--- config.mk ---
export PLATFORM = sky130hd
export DESIGN_NAME = pstg_delay
export DESIGN_NICKNAME = d
export VERILOG_FILES = /design/src/design/pstg_delay.sv
export SDC_FILE = /design/constraint.sdc
export NUM_CORES = 1
export LEC_CHECK = 0
export BUFFER_PORTS_ARGS = -buffer_cell sky130_fd_sc_hd__clkbuf_2
export CAP_MARGIN = 20
export CELL_PAD_IN_SITES_DETAIL_PLACEMENT = 0
export CELL_PAD_IN_SITES_GLOBAL_PLACEMENT = 1
export CORE_MARGIN = 2
export CORE_UTILIZATION = 37
export CTS_CLUSTER_DIAMETER = 40
export DETAILED_ROUTE_END_ITERATION = 10
export PLACE_DENSITY = 0.68
export SYNTH_ARGS = -nofsm -noshare
export SYNTH_HDL_FRONTEND = slang
export SYNTH_SLANG_ARGS = --single-unit
--- constraint.sdc ---
create_clock -name clk_i -period 0.8 [get_ports clk_i]
set_clock_uncertainty 0.1 [all_clocks]
set_input_delay 0.16 -clock clk_i [delete_from_list [all_inputs] [get_ports clk_i]]
set_output_delay 0.16 -clock clk_i [all_outputs]
set_load 0.005 [all_outputs]
--- src/design/pstg_delay.sv ---
// ----------------------------------------------------------------------------
// pstg_delay
// Stall-aware shift line that keeps side data aligned with the pipeline.
// ----------------------------------------------------------------------------
module pstg_delay #(
  parameter int W     = 4,
  parameter int DEPTH = 4
) (
  input  logic         clk_i,
  input  logic         en_i,
  input  logic [W-1:0] d_i,
  output logic [W-1:0] q_o
);
  logic [W-1:0] sh_q [DEPTH];

  always_ff @(posedge clk_i) begin
    if (en_i) begin
      sh_q[0] <= d_i;
      for (int i = 1; i < DEPTH; i++) begin
        sh_q[i] <= sh_q[i-1];
      end
    end
  end

  assign q_o = sh_q[DEPTH-1];
endmodule

======== Yosys cells after proc, flatten, opt, wreduce, memory -nomap -nowiden ========
Memory sizes are Yosys's and may differ from the RTL's.
Index checks and enable logic that the tools add are counted.
operators by class
  order comparisons ....................... 0
  reductions and logical operators ........ 0
  divide/modulo/power cells ............... 0
  muxes and demuxes ....................... 2
  add/sub/neg operators ................... 0
  eq/ne operators ......................... 0
  bitwise gates (word level) .............. 0
  shift-type cells ........................ 0
  multipliers ............................. 0
operators by type and width
  kind     count
  $mux W1  2
word-level totals
  bits in registers ....................... 0
  memories kept ........................... 1
  bits of input ports ..................... 6
  output and inout port bits .............. 4
  word-level logic and storage cells ...... 3
  bits in latches ......................... 0
  memory bits (writable) .................. 16
  memory bits (read-only) ................. 0
memory list
  name  words  width  rd ports  clocked after Yosys merged registers in  wr ports  RTL line  text
  sh_q  4      4      4         0                                        4         14        logic [W-1:0] sh_q [DEPTH];

======== Longest topological paths before layout ========
  word-level depth ........................ 2
  depth in mapped cells ................... 0
  depth with buffers taken out ............ 0

======== Worst setup path after synthesis ========
Ideal clock, no wire load.
  path kind ............................... reg-to-reg
  from .................................... memory sh_q[0][0]
  to ...................................... memory sh_q[1][0] (data pin)
  required time ........................... 0.434 ns
  stages on the path, launching flop included .. 1
  path slack .............................. 0.111 ns
  data arrival time ....................... 0.323 ns
  setup time .............................. 0.266 ns
  buffers on the path ..................... 0
  period minus slack after synthesis ...... 0.689 ns
  cell sequence ........................... edfxtp_1
RTL lines
  item                RTL line
  start: declaration  14

==> flow_summary.ini <==
[finish]
antenna_cells = 0
drive_gt1_share_pct = 44.8
multi_input_cells = 0
largest_register_ffs = 16
fillCellCount = 97
nets = 37
register_area_um2 = 480
reg_top3 = sh_q: 16 flops
multi_input_area_um2 = 0
regMostFlops = sh_q
final_core_util_pct = 50.6
area_growth_pct = 21.9

[place]
place.gp.congestion = 0.596
io_buffers = 9

[yosys]
yosysMostFrequentCell = edfxtp_1
postSynthAreaPerCell_um2 = 30.0
synthCells = 16
synth_edf_count = 16
syn-num-nets = 22
synth_top_area_share_pct = 100
synthTopCellsByArea = edfxtp_1 100%
synth_area_um2 = 480
ys_async_sr_fraction_pct = 0
ys_top_cells_by_count = 16 x edfxtp_1
synth-seq-area-share_pct = 100
synthFlopType = edfxtp_1
ys_ff_latch = 16
yosysTopAreaCell = edfxtp_1
yosysWarnings = 0
synth_cell_types = 1

[outcome]
run_status = finished, violations left
violations = hold timing, setup timing

[critical_path]
arrival_ns = 0.75
end_kind = output port
slowest_stage = edfxtp_1
worst-r2r-setup-slack_ns = 0.07
worst-path-stages = 1
cp_top_family = flip-flops
r2r-start = sh_q[1][0]
worst_setup_path_start_kind = register
crit_type = register to output port
reg2reg_to = sh_q[2][0]
crit_buf_inv = 1
path_max_fanout = 1
r2r_cells = 0
max_stage_delay_ns = 0.37
required_ns = 0.54
cp_cell_sequence = clkbuf_2

[timing]
finalMaxSlewViolations = 0
setup_slack_ns = -0.210
fin_hold_ws_ns = -0.0360
rsz0062_at_grt = true
tightest_slew_ns = 0.0881
finalSetupViolCount = 4
hold_violations = 4
max_freq_mhz = 990
layout_min_cycle_time_ns = 1.01
maxSlewHeadroom_pct = 94.1
period_share_pct = 126

[clock_tree]
cts_tree = yes
clock_path_buffers = 2
cts_resized = 0
post-cts-setup-buffers = 0
htree_levels = 1
cts.sinks = 16
root_buffer = clkbuf_4
clkLatencyLatePin_ns = 0.27
clkTransAtPathRegs_ns = 0.08
numCtsBuffers = 3

[route]
vias_per_cell = 4.49
drt_iter0_drc = 1
wl_per_cell_um = 10.5
firstDrtPassIters = 2
vias = 193
antenna_left = 0
routed_wl_um = 453
drc_errors = 0

[floorplan]
start_util_pct = 41.6
die_area_um2 = 1600
core-area_um2 = 1160
dieWidth_um = 40.0
die_h_um = 40.0
rows = 12
ios = 10

[global_route]
grt_pass1_wl_um = 703
grt_pass1_vias = 164
grt_util_all_layers_pct = 7.69
grt_overflow = 0
grt_max_degree = 17
antenna_found_initial = 0

[pwr]
p_per_area_nw_per_um2 = 2430
ir_drop_uv = 1150
leakagePower_nw = 0.217

[worst_hold_path]
hold_start = d_i[0]
whs_endpoint = sh_q[0][0]
holdPathStages = 1
hp-class = primary input to register

[run]
max-cap-violations = 0
[layer usage]
layer / routed length [µm] / global-route usage (%)
met5: 0 / 0
met4: 0 / 7.76
met3: 49 / 3.33
met2: 211 / 9.68
met1: 192 / 9.47
[report_power, final]
group / total (W) / leakage (nW) / switching [W] / internal (W)
clock network: 0.000377 / 0.0138 / 0.000203 / 0.000174
logic: 0.0000484 / 0.0468 / 0.0000231 / 0.0000254
registers: 0.000998 / 0.157 / 0.0000122 / 0.000986
[through the flow]
stage	TNS, ns	std cells	power, W	setup slack, ns	cell area (µm²)
after floorplan	0	16	0.00102	0.111	480
after CTS	-0.877	43	0.00145	-0.226	586
after global routing	-1.03	43	0.00152	-0.261	586
after detailed placement	-0.277	40	0.00107	-0.0177	563
after global placement	0	40	0.00106	0.000212	563
final	-0.817	43	0.00142	-0.210	586
[cell usage in the layout (no fill, tap or decap), drive strengths merged]
cell	count
buf	1
clkbuf	12
edfxtp	16
[how the worst max path moves through the flow]
stage,start,endpoint
3_5_place_dp,en_i,sh_q[2][1]
6_report,sh_q[3][2],q_o[2]
5_1_grt,sh_q[3][0],q_o[0]
2_1_floorplan,sh_q[0][0],sh_q[1][0]
3_3_place_gp,en_i,sh_q[3][1]
4_1_cts,sh_q[3][2],q_o[2]
[kinds of logic (layout without fill, tap and decap cells)]
family                 count (synthesis)  count (layout)  share of synthesized area, %
flip-flops                            16              16                           100
buffers and inverters                  0              13                             0
[what timing repair did]
action / in CTS / in global routing
cloned: 0 / 0
endpoints found under the setup margin: 4 / 4
endpoints found under the hold margin: 4 / 4
[layout make-up]
type / count / area share, %
flip-flops and latches: 16 / 82.1
repair buffers: 10 / 11.1
clock buffers: 3 / 3.85
well taps: 14 / 2.99
(Power assumes the default switching activity.)
