==> config.mk <==
export PLATFORM = sky130hd
export DESIGN_NAME = pstg_sqrt
export DESIGN_NICKNAME = d
export VERILOG_FILES = /design/src/design/pstg_sqrt.sv
export SDC_FILE = /design/constraint.sdc
export NUM_CORES = 2
export LEC_CHECK = 0
export BUFFER_PORTS_ARGS = -buffer_cell sky130_fd_sc_hd__buf_2
export CAP_MARGIN = 10
export CORE_UTILIZATION = 65
export DETAILED_ROUTE_END_ITERATION = 8
export PLACE_DENSITY = 0.93
export SYNTH_ARGS = -nofsm -noshare
export SYNTH_HDL_FRONTEND = slang
export SYNTH_SLANG_ARGS = --single-unit
==> constraint.sdc <==
create_clock -name clk_i -period 9.6 [get_ports clk_i]
set_input_delay 1.92 -clock clk_i [delete_from_list [all_inputs] [get_ports clk_i]]
set_output_delay 1.92 -clock clk_i [all_outputs]
set_load 0.03 [all_outputs]
==> src/design/pstg_sqrt.sv <==
// ----------------------------------------------------------------------------
// pstg_sqrt
// Pipelined restoring integer square root, one result bit per stage.
// ----------------------------------------------------------------------------
module pstg_sqrt #(
  parameter int IN_W  = 56,
  parameter int OUT_W = 28
) (
  input  logic             clk_i,
  input  logic             rst_ni,
  input  logic             en_i,
  input  logic             valid_i,
  input  logic [IN_W-1:0]  rad_i,
  output logic             valid_o,
  output logic [OUT_W-1:0] root_o
);
  logic [IN_W:0]    n_q [OUT_W];
  logic [IN_W:0]    r_q [OUT_W];
  logic [OUT_W-1:0] v_q;

  for (genvar k = 0; k < OUT_W; k++) begin : g_stage
    localparam logic [IN_W:0] B = (IN_W+1)'(1) << (2 * (OUT_W - 1 - k));
    logic [IN_W:0] n_in, r_in, t, n_d, r_d;
    logic          v_in;

    if (k == 0) begin : g_first
      assign n_in = {1'b0, rad_i};
      assign r_in = '0;
      assign v_in = valid_i;
    end else begin : g_next
      assign n_in = n_q[k-1];
      assign r_in = r_q[k-1];
      assign v_in = v_q[k-1];
    end

    always_comb begin
      t = r_in + B;
      if (n_in >= t) begin
        n_d = n_in - t;
        r_d = (r_in >> 1) + B;
      end else begin
        n_d = n_in;
        r_d = r_in >> 1;
      end
    end

    always_ff @(posedge clk_i or negedge rst_ni) begin
      if (!rst_ni) begin
        v_q[k] <= 1'b0;
      end else if (en_i) begin
        v_q[k] <= v_in;
      end
    end

    always_ff @(posedge clk_i) begin
      if (en_i) begin
        n_q[k] <= n_d;
        r_q[k] <= r_d;
      end
    end
  end

  assign valid_o = v_q[OUT_W-1];
  assign root_o  = r_q[OUT_W-1][OUT_W-1:0];
endmodule

# After elaboration in Yosys (flattened, before gate mapping)
# Memory sizes are Yosys's and may differ from the RTL's.
# Cells that the tools add are included.
totals:
  reg_bits: 28
  n_memories: 2
  wordCells: 198
  in_bits: 60
  mem_bits_rw: 3192
mem_list:
  columns: ["name", "words", "width", "rd", "rd_clocked_by_memory_dff", "write_ports", "line_no", "text"]
  rows:
  - ["n_q", 28, 57, 27, 0, 28, "17", "logic [IN_W:0] n_q [OUT_W];"]
  - ["r_q", 28, 57, 28, 0, 28, "18", "logic [IN_W:0] r_q [OUT_W];"]
op_classes:
  mux: 58
  n_lt_le_gt_ge: 28
  n_addsub: 82
ops:
  columns: ["operator", "count"]
  rows:
  - ["$mux 57", 55]
  - ["$ge 57x57->1", 27]
  - ["$sub 57x57->57", 27]
  - ["$add 56x1->57 const B", 1]
  - ["$add 56x11->57 const B", 1]
  - ["$add 56x13->57 const B", 1]
  - ["$add 56x15->57 const B", 1]
  - ["$add 56x17->57 const B", 1]
  - ["$add 56x19->57 const B", 1]
  - ["$add 56x21->57 const B", 1]
  - ["$add 56x23->57 const B", 1]
  - ["$add 56x25->57 const B", 1]
  - ["$add 56x27->57 const B", 1]
  - ["$add 56x29->57 const B", 1]
  - ["$add 56x3->57 const B", 1]
  - ["$add 56x31->57 const B", 1]
  - ["$add 56x33->57 const B", 1]
  - ["$add 56x35->57 const B", 1]
  - ["$add 56x37->57 const B", 1]
  - ["$add 56x39->57 const B", 1]
  - ["$add 56x41->57 const B", 1]
  - ["$add 56x43->57 const B", 1]
  - ["$add 56x45->57 const B", 1]
  - ["$add 56x47->57 const B", 1]
  - ["37 further kinds", 38]

# Depth between registers and ports, before layout
# An unclocked memory read counts as a cell.
depth:
  ltp_word: 4
  ltp_mapped: 14
  mapped_depth_nobuf: 13

# Worst setup path before layout
# No wires, ideal clock.
synth_path:
  path_kind: "register to register"
  start: "memory n_q[1][410] (netlist name)"
  end: "memory n_q[1][511] (netlist name), data pin"
  n_path_buf: 0
  path_stages_with_launch: 12
  arrival_time_ns: 3.168
  slack_ns: 6.174
  setup_ns: 0.258
  required_ns: 9.342
  cell_sequence: "edfxtp_1 > ha_1 > a21oi_1 > o21ba_2 > a211oi_1 > or2_2 > a311oi_1 > o41ai_4 > and4_4 > and2_4 > or4b_1 > xnor2_1"
synth_lines:
  columns: ["element", "line_no"]
  rows:
  - ["from (decl)", "17"]

==> impl_metrics.json <==
{
  "syn_area_per_cell_um2": 12.8,
  "critPathBufInv": 0,
  "r2r_cells": 10,
  "grt_pass1_vias": 61600,
  "swShare_pct": 29.6,
  "port_buffers": 88,
  "dieArea_um2": 145000,
  "wl_per_cell_um": 24.3,
  "synth-edff-count": 1945,
  "clk_latency_ps": 850,
  "drt_iter0_markers": 7640,
  "synth_ff_type": "edfxtp_1",
  "core-area_um2": 142000,
  "cts_root_buffer": "clkbuf_16",
  "hold_buffers": 0,
  "clkPwrFrac_pct": 31.1,
  "clock.fmax_mhz": 206,
  "p_seq_share_pct": 49.4,
  "antenna_left": 0,
  "reg2reg_from": "n_q[0][446]$_DFFE_PP_",
  "syn_nets": 7752,
  "ir_drop_v": 0.000220,
  "globalplace.congestion": 0.973,
  "io_pins": 89,
  "post-dp-hpwl_mm": 156,
  "critPathKind": "reg -> reg",
  "tightestPinTransition_ps": 1270,
  "p_switching_mw": 7.05,
  "slew_headroom_pct": 14.8,
  "cts_resized": 0,
  "synth-async-reset-ratio_pct": 1.42,
  "final.setup.tns_ps": 0,
  "cp-end-kind": "register",
  "ys_seq_area_share_pct": 63.4,
  "cp.depth": 10,
  "finalMaxSlewViolations": 0,
  "finalCriticalPeriod_ps": 4870,
  "met1Wirelength_mm": 84.2,
  "cts.sinks": 1973,
  "initial_utilization_pct": 65.6,
  "crit_arrival_ps": 5450,
  "grt_remaining_overflow": 0,
  "syn_inst": 7260,
  "die_w_um": 381,
  "place_area_um2": 95900,
  "wl_met3_mm": 20.3,
  "cts_made_buffers": 189,
  "stdcell_area_um2": 102000,
  "required_ps": 10180,
  "worst-r2r-setup-slack_ps": 4730,
  "startpoint": "n_q[0][446]$_DFFE_PP_",
  "run_status": "finished, final reports clean",
  "netlist_area_um2": 93200,
  "final_util_pct": 71.9,
  "combPwrFrac_pct": 19.5,
  "drc_errors": 0,
  "powerDensity_nw_per_um2": 234,
  "power_report.internal_total_mw": 16.8,
  "antenna_found_initial": 3,
  "critPathSlowestCell": "nor4_1",
  "via_per_inst": 6.55,
  "timing.final.ws_setup_ps": 4730,
  "cts_setup_buffers": 0,
  "met2_length_mm": 115,
  "cts_buffer_depth": 3,
  "yosys_warnings": 0,
  "hp-class": "reg -> reg",
  "top_layer": "met5",
  "crit_family": "simple AND/OR/NAND/NOR gates",
  "path_cells": "ha_1 > nand3_1 > nor4_1 > nand3_1 > nor3_1 > nor3_1 > and3_1 > nor4_1 > nand2b_1 > xnor2_1",
  "wirelength_mm": 230,
  "cts_tree": "yes",
  "rsz0062_at_grt": "false",
  "holdWs_ps": 444,
  "layout.nets": 7934,
  "power_leakage_nw": 38.5,
  "clk_pin_slew_worst_paths_ps": 70,
  "grt_pass1_wl_mm": 351,
  "yosys_register_bits": 1973,
  "finalCritPeriodShare_pct": 50.7,
  "worst_r2r_endpoint": "n_q[0][508]$_DFFE_PP_",
  "die_h_um": 381,
  "cp-start-kind": "register",
  "skew_ps": 63.9,
  "grt_start_max_net_pins": 174,
  "antenna_cells_inserted": 0,
  "ys_types": 98,
  "drive_gt1_share_pct": 7.38,
  "syn2layout_area_growth_pct": 9.52,
  "firstDrtPassIters": 9,
  "setup_viol": 0,
  "num_rows": 138,
  "endpoint": "n_q[0][508]$_DFFE_PP_",
  "max_stage_delay_ps": 1150,
  "pre_cts_slack_ps": 4910,
  "h-tree-depth": 4,
  "grtUsageTotal_pct": 31.3,
  "vias": 62100,
  "cap_viol_max_count": 0,
  "path_max_fanout": 20,
  "hold_violations": 0
}
-- how the worst min path moves through the flow --
stage,startpoint,end,slack (ps),cells past startpoint
2_1_floorplan,n_q[0][595]$_DFFE_PP_,n_q[0][652]$_DFFE_PP_,420,0
3_3_place_gp,n_q[0][695]$_DFFE_PP_,n_q[0][752]$_DFFE_PP_,430,0
3_5_place_dp,n_q[0][706]$_DFFE_PP_,n_q[0][763]$_DFFE_PP_,430,0
4_1_cts,r_q[2][416]$_DFFE_PP_,r_q[3][16]$_DFFE_PP_,440,0
5_1_grt,n_q[0][801]$_DFFE_PP_,n_q[0][858]$_DFFE_PP_,450,0
6_report,n_q[0][813]$_DFFE_PP_,n_q[0][870]$_DFFE_PP_,440,0
-- state kept, by name, summed over array words and instances, names as in the netlist --
name / cells
g_stage.v_in: 27
n_q: 1539
r_q: 406
valid_o: 1
-- cells in the mapped netlist (all sizes together), types with 8 or more instances --
| cell | count | share of area (%) |
|---|---|---|
| a2111oi | 13 | 0.14 |
| a211o | 10 | 0.095 |
| a211oi | 37 | 0.30 |
| a21boi | 14 | 0.11 |
| a21o | 168 | 1.4 |
| a21oi | 422 | 2.3 |
| a311oi | 10 | 0.094 |
| a31oi | 37 | 0.25 |
| and2 | 23 | 0.16 |
| and3 | 35 | 0.25 |
| and4 | 18 | 0.17 |
| buf | 19 | 0.12 |
| clkbuf | 114 | 0.46 |
| dfrtp | 28 | 0.75 |
| edfxtp | 1945 | 63 |
| ha | 432 | 5.8 |
| inv | 520 | 2.1 |
| mux2 | 92 | 1.1 |
| mux2i | 9 | 0.097 |
| nand2 | 464 | 1.9 |
| nand2b | 95 | 0.64 |
| nand3 | 90 | 0.48 |
| nand3b | 19 | 0.15 |
| nand4 | 121 | 0.81 |
| nand4b | 14 | 0.13 |
| nor2 | 507 | 2.0 |
| nor2b | 55 | 0.37 |
| nor3 | 193 | 1.0 |
| nor4 | 281 | 1.9 |
| nor4b | 26 | 0.24 |
| o2111ai | 9 | 0.091 |
| o211ai | 18 | 0.15 |
| o21a | 75 | 0.60 |
| o21ai | 298 | 1.6 |
| o21bai | 33 | 0.27 |
| o311ai | 8 | 0.075 |
| o31ai | 32 | 0.26 |
| o41ai | 13 | 0.15 |
| or2 | 24 | 0.16 |
| or3 | 76 | 0.52 |
| or4 | 63 | 0.52 |
| or4b | 8 | 0.086 |
| xnor2 | 371 | 3.5 |
| xor2 | 322 | 3.0 |
-- per-stage QoR --
stage | instances | power (mW)
2_1_floorplan | 7260 | 14.8
3_3_place_gp | 9139 | 16.1
3_5_place_dp | 9139 | 16.3
4_1_cts | 9488 | 23.7
5_1_grt | 9490 | 24.7
6_report | 9490 | 23.9
-- logic make-up after synthesis --
family	share of synthesized area [%]
xor gates and xnor gates	6.51
buffers and inverters	2.68
and+or+nand+nor	11.8
adders and majority gates	5.80
AOI/OAI and AO/OA	8.58
DFF	63.4
muxes	1.21
-- worst reg2reg max path, cell delays in order (launching register included) --
cell      delay, ps
edfxtp_1        510
ha_1            450
nand3_1         120
nor4_1          730
nand3_1         270
nor3_1          230
nor3_1          140
and3_1          480
nor4_1         1150
nand2b_1        280
xnor2_1         240
-- power by group through the flow --
stage / combinational (mW) / clock [mW] / sequential, mW
floorplan: 3.30 / 0 / 11.5
global placement: 4.28 / 0 / 11.8
detailed placement: 4.45 / 0 / 11.9
CTS: 4.57 / 7.44 / 11.7
global route: 5.07 / 7.75 / 11.8
finish: 4.66 / 7.41 / 11.8
-- area by class of cell --
type	instances	area, um2
Sequential cell	1973	59100
Fill cell	8384	39900
Multi-Input combinational cell	4634	31600
Clock buffer	239	4960
Tap cell	1890	2360
Inverter	520	1950
Clock inverter	110	1140
Timing Repair Buffer	124	881
-- per-layer routing --
metal / global-route usage (%) / up-vias
met3: 5.57 / 930
met4: 14.2 / 2
met5: 0 / -
met1: 38.5 / 29700
li1: - / 27500
met2: 54.1 / 3992
-- cells in the final DEF (no fill, tap or decap), types with 26 or more instances in the layout --
cell type  instances
edfxtp_1        1945
inv_1            518
nor2_1           507
nand2_1          464
ha_1             432
a21oi_1          420
xnor2_1          371
xor2_1           322
o21ai_0          295
nor4_1           279
nor3_1           191
clkbuf_16        190
a21o_1           168
nand4_1          121
nand2b_1          95
mux2_2            91
nand3_1           90
buf_2             87
o21a_1            75
or3_1             73
or4_1             60
nor2b_1           55
clkbuf_1          46
a211oi_1          36
a31oi_1           35
clkinv_1          35
and3_1            33
o21bai_1          33
o31ai_1           32
clkinv_2          30
dfrtp_1           28
nor4b_1           26
No activity file was read; power rests on OpenSTA's default activity.
